[src/rtl/cstp_pkg.sv]
// ----------------------------------------------------------------------------
// cstp_pkg
// Shared types and constants for one cache set with tree pseudo-LRU
// replacement: payload structs, controller commands and state encoding.
// ----------------------------------------------------------------------------
package cstp_pkg;

   // payload field widths
   localparam int TAG_FIELD_W   = 12;
   localparam int WAY_FIELD_W   = 3;
   localparam int STATE_FIELD_W = 3;

   // defaults for the top-level parameters
   localparam int DEFAULT_WAYS     = 8;
   localparam int DEFAULT_TAG_BITS = 12;

   // request actions
   localparam logic ACT_LOOKUP = 1'b0;
   localparam logic ACT_PLACE  = 1'b1;

   // coherence state codes
   localparam logic [STATE_FIELD_W-1:0] LINE_MODIFIED = 3'd0;
   localparam logic [STATE_FIELD_W-1:0] LINE_INVALID  = 3'd3;

   typedef struct packed {
      logic                     action;
      logic [TAG_FIELD_W-1:0]   tag;
      logic [STATE_FIELD_W-1:0] line_state;
   } req_type;

   typedef struct packed {
      logic                     hit;
      logic [WAY_FIELD_W-1:0]   way;
      logic [STATE_FIELD_W-1:0] found_state;
      logic                     evicted;
      logic                     evicted_modified;
   } rsp_type;

   // controller to datapath commands
   typedef struct packed {
      logic load;
      logic exec;
   } cmd_type;

   typedef enum logic {
      CTRL_IDLE,
      CTRL_EXEC
   } ctrl_state_type;

endpackage

[src/rtl/cstp_ctrl.sv]
// ----------------------------------------------------------------------------
// cstp_ctrl
// Controller: takes a request into the datapath, then runs it once the
// result register is free or draining, and holds the result valid flag.
// ----------------------------------------------------------------------------
module cstp_ctrl
   import cstp_pkg::*;
(
   input  logic    clock,
   input  logic    reset,
   input  logic    req_valid,
   output logic    req_ready,
   output logic    rsp_valid,
   input  logic    rsp_ready,
   output cmd_type cmd
);

   ctrl_state_type state_ff, state_in;
   logic           rsp_valid_ff, rsp_valid_in;

   // state and result flag registers
   always_ff @(posedge clock) begin
      if (reset) begin
         state_ff     <= CTRL_IDLE;
         rsp_valid_ff <= 1'b0;
      end else begin
         state_ff     <= state_in;
         rsp_valid_ff <= rsp_valid_in;
      end
   end

   // next state and commands
   always_comb begin
      state_in  = state_ff;
      req_ready = 1'b0;
      cmd.load  = 1'b0;
      cmd.exec  = 1'b0;
      case (state_ff)
         CTRL_IDLE: begin
            req_ready = 1'b1;
            if (req_valid) begin
               cmd.load = 1'b1;
               state_in = CTRL_EXEC;
            end
         end
         CTRL_EXEC: begin
            // run only when the result register is free or draining
            if (!rsp_valid_ff || rsp_ready) begin
               cmd.exec = 1'b1;
               state_in = CTRL_IDLE;
            end
         end
         default: begin
            state_in = CTRL_IDLE;
         end
      endcase
   end

   // result flag: set on execute, cleared on transfer
   always_comb begin
      if (cmd.exec) begin
         rsp_valid_in = 1'b1;
      end else if (rsp_ready) begin
         rsp_valid_in = 1'b0;
      end else begin
         rsp_valid_in = rsp_valid_ff;
      end
   end

   assign rsp_valid = rsp_valid_ff;

endmodule

[src/rtl/cstp_datapath.sv]
// ----------------------------------------------------------------------------
// cstp_datapath
// Way storage, parallel tag compare, free-way search, pseudo-LRU tree walk
// and the request and result registers.
// ----------------------------------------------------------------------------
module cstp_datapath
   import cstp_pkg::*;
#(
   parameter int WAYS     = DEFAULT_WAYS,
   parameter int TAG_BITS = DEFAULT_TAG_BITS
)
(
   input  logic    clock,
   input  logic    reset,
   input  cmd_type cmd,
   input  req_type req_data,
   output rsp_type rsp_data
);

   localparam int WAY_W  = $clog2(WAYS);
   localparam int TREE_W = WAYS - 1;
   localparam int STEPS  = $clog2(WAYS);

   req_type                  req_ff;
   rsp_type                  rsp_ff, rsp_in;
   logic [WAYS-1:0]          present_ff;
   logic [TAG_BITS-1:0]      tag_ff   [WAYS];
   logic [STATE_FIELD_W-1:0] state_ff [WAYS];
   logic [TREE_W-1:0]        plru_ff, plru_in;

   logic [TAG_BITS+TAG_FIELD_W-1:0] tag_ext;
   logic [TAG_BITS-1:0]             tag_cmp;
   logic                            is_place;

   logic                     hit_any, free_any;
   logic [WAY_W-1:0]         hit_way, free_way, victim_way, touch_way, write_way;
   logic [STATE_FIELD_W-1:0] hit_state, victim_state;

   logic [TREE_W-1:0] touch_tree, victim_tree;
   int                ts, te, td, tm;
   int                vs, ve, vd, vm;

   // request tag, zero-extended or cut to the stored width
   assign tag_ext  = {{TAG_BITS{1'b0}}, req_ff.tag};
   assign tag_cmp  = tag_ext[TAG_BITS-1:0];
   assign is_place = (req_ff.action == ACT_PLACE);

   // lowest matching way and lowest empty or invalid way
   always_comb begin
      hit_any   = 1'b0;
      hit_way   = '0;
      hit_state = '0;
      free_any  = 1'b0;
      free_way  = '0;
      for (int i = 0; i < WAYS; i++) begin
         if (!hit_any && present_ff[i] && (tag_ff[i] == tag_cmp)) begin
            hit_any   = 1'b1;
            hit_way   = WAY_W'(i);
            hit_state = state_ff[i];
         end
         if (!free_any && (!present_ff[i] || (state_ff[i] == LINE_INVALID))) begin
            free_any = 1'b1;
            free_way = WAY_W'(i);
         end
      end
   end

   assign touch_way = is_place ? free_way : hit_way;

   // tree walk that steers away from the touched way
   always_comb begin
      touch_tree = plru_ff;
      ts = 0;
      te = WAYS - 2;
      td = 0;
      tm = 0;
      for (int k = 0; k < STEPS; k++) begin
         if (te - ts > 0) begin
            td = (te - ts) >> 1;
            tm = ts + td;
            touch_tree[tm] = (int'(touch_way) <= tm);
            if (!touch_tree[tm]) begin
               ts = ts + td + 1;
            end else begin
               te = te - (td + 1);
            end
         end
      end
      touch_tree[te] = !touch_way[0];
   end

   // victim walk, flipping every bit on the path
   always_comb begin
      victim_tree = plru_ff;
      vs = 0;
      ve = WAYS - 2;
      vd = 0;
      vm = 0;
      for (int k = 0; k < STEPS; k++) begin
         if (ve - vs > 0) begin
            vd = (ve - vs) >> 1;
            vm = vs + vd;
            victim_tree[vm] = !victim_tree[vm];
            if (!victim_tree[vm]) begin
               vs = vs + vd + 1;
            end else begin
               ve = ve - (vd + 1);
            end
         end
      end
      victim_tree[ve] = !victim_tree[ve];
      victim_way = WAY_W'(ve + (victim_tree[ve] ? 0 : 1));
   end

   // state of the victim way
   always_comb begin
      victim_state = '0;
      for (int i = 0; i < WAYS; i++) begin
         if (victim_way == WAY_W'(i)) begin
            victim_state = state_ff[i];
         end
      end
   end

   assign write_way = free_any ? free_way : victim_way;

   // next tree and result
   always_comb begin
      plru_in = plru_ff;
      rsp_in  = '0;
      if (is_place) begin
         rsp_in.way = WAY_FIELD_W'({{WAY_FIELD_W{1'b0}}, write_way});
         if (free_any) begin
            plru_in = touch_tree;
         end else begin
            plru_in                 = victim_tree;
            rsp_in.evicted          = 1'b1;
            rsp_in.evicted_modified = (victim_state == LINE_MODIFIED);
         end
      end else if (hit_any) begin
         plru_in            = touch_tree;
         rsp_in.hit         = 1'b1;
         rsp_in.way         = WAY_FIELD_W'({{WAY_FIELD_W{1'b0}}, hit_way});
         rsp_in.found_state = hit_state;
      end
   end

   // control state: present flags and tree bits
   always_ff @(posedge clock) begin
      if (reset) begin
         present_ff <= '0;
         plru_ff    <= '0;
      end else if (cmd.exec) begin
         plru_ff <= plru_in;
         if (is_place) begin
            present_ff[write_way] <= 1'b1;
         end
      end
   end

   // payload registers
   always_ff @(posedge clock) begin
      if (cmd.load) begin
         req_ff <= req_data;
      end
      if (cmd.exec) begin
         rsp_ff <= rsp_in;
         if (is_place) begin
            tag_ff[write_way]   <= tag_cmp;
            state_ff[write_way] <= req_ff.line_state;
         end
      end
   end

   assign rsp_data = rsp_ff;

endmodule

[src/rtl/cache_set_tree_plru_top.sv]
// Each request is captured, then run (tag compare and tree update) once the result
// register is free or draining; a new request is taken only after that run.
// A waiting result does not block the next request from being captured.
// Reset (synchronous): clears the present flags and the pseudo-LRU bits;
// stored tags and states are left as they are and are read only for present ways.
// ----------------------------------------------------------------------------
// cache_set_tree_plru_top
// One set of a set-associative cache with tree pseudo-LRU replacement:
// lookup by tag, or place a line into a free way or a tree-chosen victim.
// ----------------------------------------------------------------------------
module cache_set_tree_plru_top
   import cstp_pkg::*;
#(
   parameter int WAYS     = DEFAULT_WAYS,
   parameter int TAG_BITS = DEFAULT_TAG_BITS
)
(
   input  logic    clock,
   input  logic    reset,
   input  logic    req_valid,
   output logic    req_ready,
   input  req_type req_data,
   output logic    rsp_valid,
   input  logic    rsp_ready,
   output rsp_type rsp_data
);

   cmd_type cmd;

   // controller
   cstp_ctrl u_ctrl (
      .clock     (clock),
      .reset     (reset),
      .req_valid (req_valid),
      .req_ready (req_ready),
      .rsp_valid (rsp_valid),
      .rsp_ready (rsp_ready),
      .cmd       (cmd)
   );

   // datapath
   cstp_datapath #(
      .WAYS     (WAYS),
      .TAG_BITS (TAG_BITS)
   ) u_datapath (
      .clock    (clock),
      .reset    (reset),
      .cmd      (cmd),
      .req_data (req_data),
      .rsp_data (rsp_data)
   );

`ifndef SYNTHESIS
   // busy for the cycle after a request transfer
   assert property (@(posedge clock) disable iff (reset)
      (req_valid && req_ready) |=> !req_ready)
      else $error("request taken while busy");

   // a hit never reports an eviction
   assert property (@(posedge clock) disable iff (reset)
      (rsp_valid && rsp_data.hit) |-> !rsp_data.evicted)
      else $error("hit with eviction");

   // modified flag only with an eviction
   assert property (@(posedge clock) disable iff (reset)
      (rsp_valid && rsp_data.evicted_modified) |-> rsp_data.evicted)
      else $error("modified flag without eviction");
`endif

endmodule
[config.mk]
export PLATFORM = sky130hd
export DESIGN_NAME = cache_set_tree_plru_top
export DESIGN_NICKNAME = d
export VERILOG_FILES = /design/src/rtl/cstp_pkg.sv /design/src/rtl/cstp_ctrl.sv /design/src/rtl/cstp_datapath.sv /design/src/rtl/cache_set_tree_plru_top.sv
export SDC_FILE = /design/constraint.sdc
export NUM_CORES = 1
export LEC_CHECK = 0
export BUFFER_PORTS_ARGS = -buffer_cell sky130_fd_sc_hd__buf_2
export CORE_ASPECT_RATIO = 1.2
export CORE_MARGIN = 4
export CORE_UTILIZATION = 33
export CTS_BUF_LIST = sky130_fd_sc_hd__clkbuf_8
export DETAILED_ROUTE_END_ITERATION = 6
export GPL_ROUTABILITY_DRIVEN = 0
export PLACE_DENSITY_LB_ADDON = 0.08
export SYNTH_ARGS = -nofsm -noshare
export SYNTH_HDL_FRONTEND = slang
export SYNTH_SLANG_ARGS = --single-unit
[constraint.sdc]
create_clock -name clock -period 4.6 [get_ports clock]
set_input_delay 0.46 -clock clock [delete_from_list [all_inputs] [get_ports clock]]
set_output_delay 0.46 -clock clock [all_outputs]
set_load 0.005 [all_outputs]
==> impl_results.md <==
- Drc violations: 0
- Die ar.: 24400 sq um
- Syn_nets: 526
- CP startpoint kind: register
- Internal power: 0.00216 W
- Post-detail-place hpwl: 12500 um
- Final clock skew: 0.0144 ns
- Hold buffers post-CTS: 0
- Width of the die: 143 um
- Sequential area share after synthesis: 64.9%
- DIE HEIGHT: 170 um
- Clk slew on worst S/H paths: 0.08 ns
- Max-cap check violation count: 0
- Total track usage: 14.9%
- Global-route wire length before repair: 26100 um
- Vias in the first global route: 4214
- Routed wire length: 17800 um
- Starting DRC count in detailed routing: 319
- Worst r2r dst: u_datapath.plru_ff[0]
- Endpoints failing setup: 0
- Syn Area/Cell: 14.3 sq um
- VDD IR max: 0.158 mV
- # diodes: 0
- Pwr Density: 351 nW/um^2
- Number of gates resized after CTS: 0
- Vias per cell: 5.03
- Hold WC Path Type: input pin to register
- Async SR Flop Fraction: 0%
- CTS tree: yes
- Antenna violations before repair: 0
- Worst setup endpoint: u_datapath.plru_ff[0]
- Worst-case reg-to-reg path depth: 8
- Crit path from: u_datapath.tag_cmp[2]
- Vias: 4169
- Net Switching: 0.000643 W
- Setup CP Type: register to register
- Setup TNS Final: 0 ns
- Worst Path Required: 4.97 ns
- Minimum clock period: 3.42 ns
- Worst Setup Slack, final: 1.18 ns
- Placed insts: 800
- R2R setup slack: 1.18 ns
- Nets: 565
- Clock Path Buffers: 2
- FF-to-FF Start: u_datapath.tag_cmp[2]
- Worst Tran Pin Value: 1.13 ns
- Max transition margin: 24.1%
- CORE AREA: 21600 sq um
- Fmax achieved: 292 MHz
- Part of the power in combinational logic: 4.8%
- H-tree Lvls: 4
- Max Slew Vio Count: 0
- Status: complete, no violations
- Crit path DAT: 3.79 ns
- GRT Residual Overflow: 0
- Number of fill cells: 2081
- Leakage: 2.52 nW
- Count of final hold-check violations: 0
- Post-Syn Area: 7230 sq um
- Critical Path End Type: register
- Antenna-violating nets left: 0
- Initial Util: 33.4%
- Main synth FF type: edfxtp_1
- Sw Ratio: 22.9%
- Most common cell after layout, fill and taps aside: edfxtp_1
- Unique masters post-synth: 66
- Post-synth EDFFs: 145
- Total CTS buffers: 17
- Sequential share of power: 60.3%
- Setup Fix Bufs, Post-CTS: 0
- Hold path depth: 1
- # port buffers: 30
- Layout cell share with drive strength beyond 1: 17.3%
- Ys Warns: 0
- Number of synthesized register bits: 162
- Io pins: 31
- WL/cell: 21.4 um
- CP max FO: 16
- Fin crit share: 74.4%
- P&R area growth vs syn: 10.6%
- Min Hold Slack: 0.184 ns
- CTS root buffer: clkbuf_8
- Fin cells: 829
- Clk network pwr share: 34.8%
- Post-Place Worst Slack: 1.17 ns
- Clock Latency Late Sink: 0.45 ns
- Synthesized netlist cell count: 506
- Placement Rows: 59
- Pin count of the biggest net entering global routing: 18
- Setup repair after global routing missed its margin: no
- DRT Pass-1 Iters: 5
- CTS sink count: 162
- Most frequent cells in the layout: edfxtp_1 (145), xnor2_1 (73), nand2_1 (35)
## critical path, cell delays in order, from the launching register on
cell and delay (ns):
edfxtp_1 1.03, xnor2_2 0.20, nand4_2 0.18, nor4_2 0.65
or4_1 0.44, nor3_2 0.14, o31ai_4 0.33, nand2_1 0.11
a221oi_2 0.26
## cells by family after synthesis
kind of cell,share of synthesized area (%)
AOI/OAI and AO/OA,7.59
xor gates and xnor gates,12.0
muxes,0.450
and+or+nand+nor,11.9
buffers and inverters,3.11
DFF,64.9
## state kept, by name, summed over array words and instances (netlist names), 3 cells and up, named ones only
register,cells
u_datapath.plru_ff,5
u_datapath.present_ff,8
u_datapath.req_ff,3
u_datapath.rsp_data,9
u_datapath.state_ff,24
u_datapath.tag_cmp,12
u_datapath.tag_ff,96
## stage by stage
stage,instance area (sq um),power (W),util [%]
final,8000,0.00281,37.0
after global routing,8000,0.00292,37.0
after CTS,8000,0.00285,37.0
after detailed placement,7650,0.00187,35.4
after global placement,7650,0.00187,35.4
after floorplan,7230,0.00181,-
## cell usage after synthesis, types with 3 or more instances
library cell | instances | share of area, %
edfxtp_1 | 145 | 60
xnor2_1 | 73 | 8.8
nand2_1 | 35 | 1.8
xor2_1 | 19 | 2.3
nor2_1 | 18 | 0.93
a21oi_1 | 17 | 1.2
dfxtp_1 | 17 | 4.7
nor3_1 | 15 | 1.0
nand3_1 | 14 | 0.97
buf_6 | 13 | 2.0
nand4_1 | 12 | 1.0
nor4_1 | 10 | 0.86
o21a_1 | 10 | 1.0
o21ai_0 | 10 | 0.69
inv_1 | 9 | 0.47
a211oi_1 | 4 | 0.42
a31oi_1 | 4 | 0.35
nand2b_1 | 4 | 0.35
nor2b_1 | 4 | 0.35
nor4_4 | 4 | 1.2
o211ai_1 | 4 | 0.42
xnor2_2 | 4 | 0.90
a41oi_1 | 3 | 0.36
nand3b_1 | 3 | 0.31
nand4_2 | 3 | 0.52
or4_1 | 3 | 0.31
## how the worst min path moves through the flow
stage | slack (ns) | start | endpoint
after detailed placement | 0.49 | u_ctrl.rsp_valid | u_ctrl.rsp_valid
after global routing | 0.14 | req_data[14] | u_datapath.tag_cmp[11]
after floorplan | 0.45 | u_datapath.present_ff[7] | u_datapath.present_ff[7]
after global placement | 0.48 | u_ctrl.rsp_valid | u_ctrl.rsp_valid
after CTS | 0.15 | req_data[15] | u_datapath.is_place
final | 0.18 | req_data[14] | u_datapath.tag_cmp[11]
## routing by layer
metal  vias up  routed length [um]  global-route usage (%)  share of wire, %
met2        75                9790                    27.8                55
met4         0                 251                    4.59               1.4
met1      2097                7290                    17.3                41
met5         -                   0                       0                 0
li1       1981                   -                       -                 -
met3        16                 441                    2.73               2.5
## power groups by stage
| stage | clock network, W | logic [W] | registers, W |
|---|---|---|---|
| finish | 0.000977 | 0.000136 | 0.00169 |
| global route | 0.00107 | 0.000149 | 0.00170 |
| CTS | 0.00102 | 0.000140 | 0.00169 |
| detailed placement | 0 | 0.000139 | 0.00173 |
| global placement | 0 | 0.000140 | 0.00173 |
| floorplan | 0 | 0.000130 | 0.00168 |
## layout make-up
cell class	count	area (sq um)	area share, %
multi-input combinational	315	2350	29.4
clock inverter	12	120	1.50
tap	274	343	4.28
timing repair buffer	39	218	2.72
inverter	10	37.5	0.469
clock buffer	17	234	2.92
sequential	162	4690	58.7
Power figures use the tool's default switching activity.
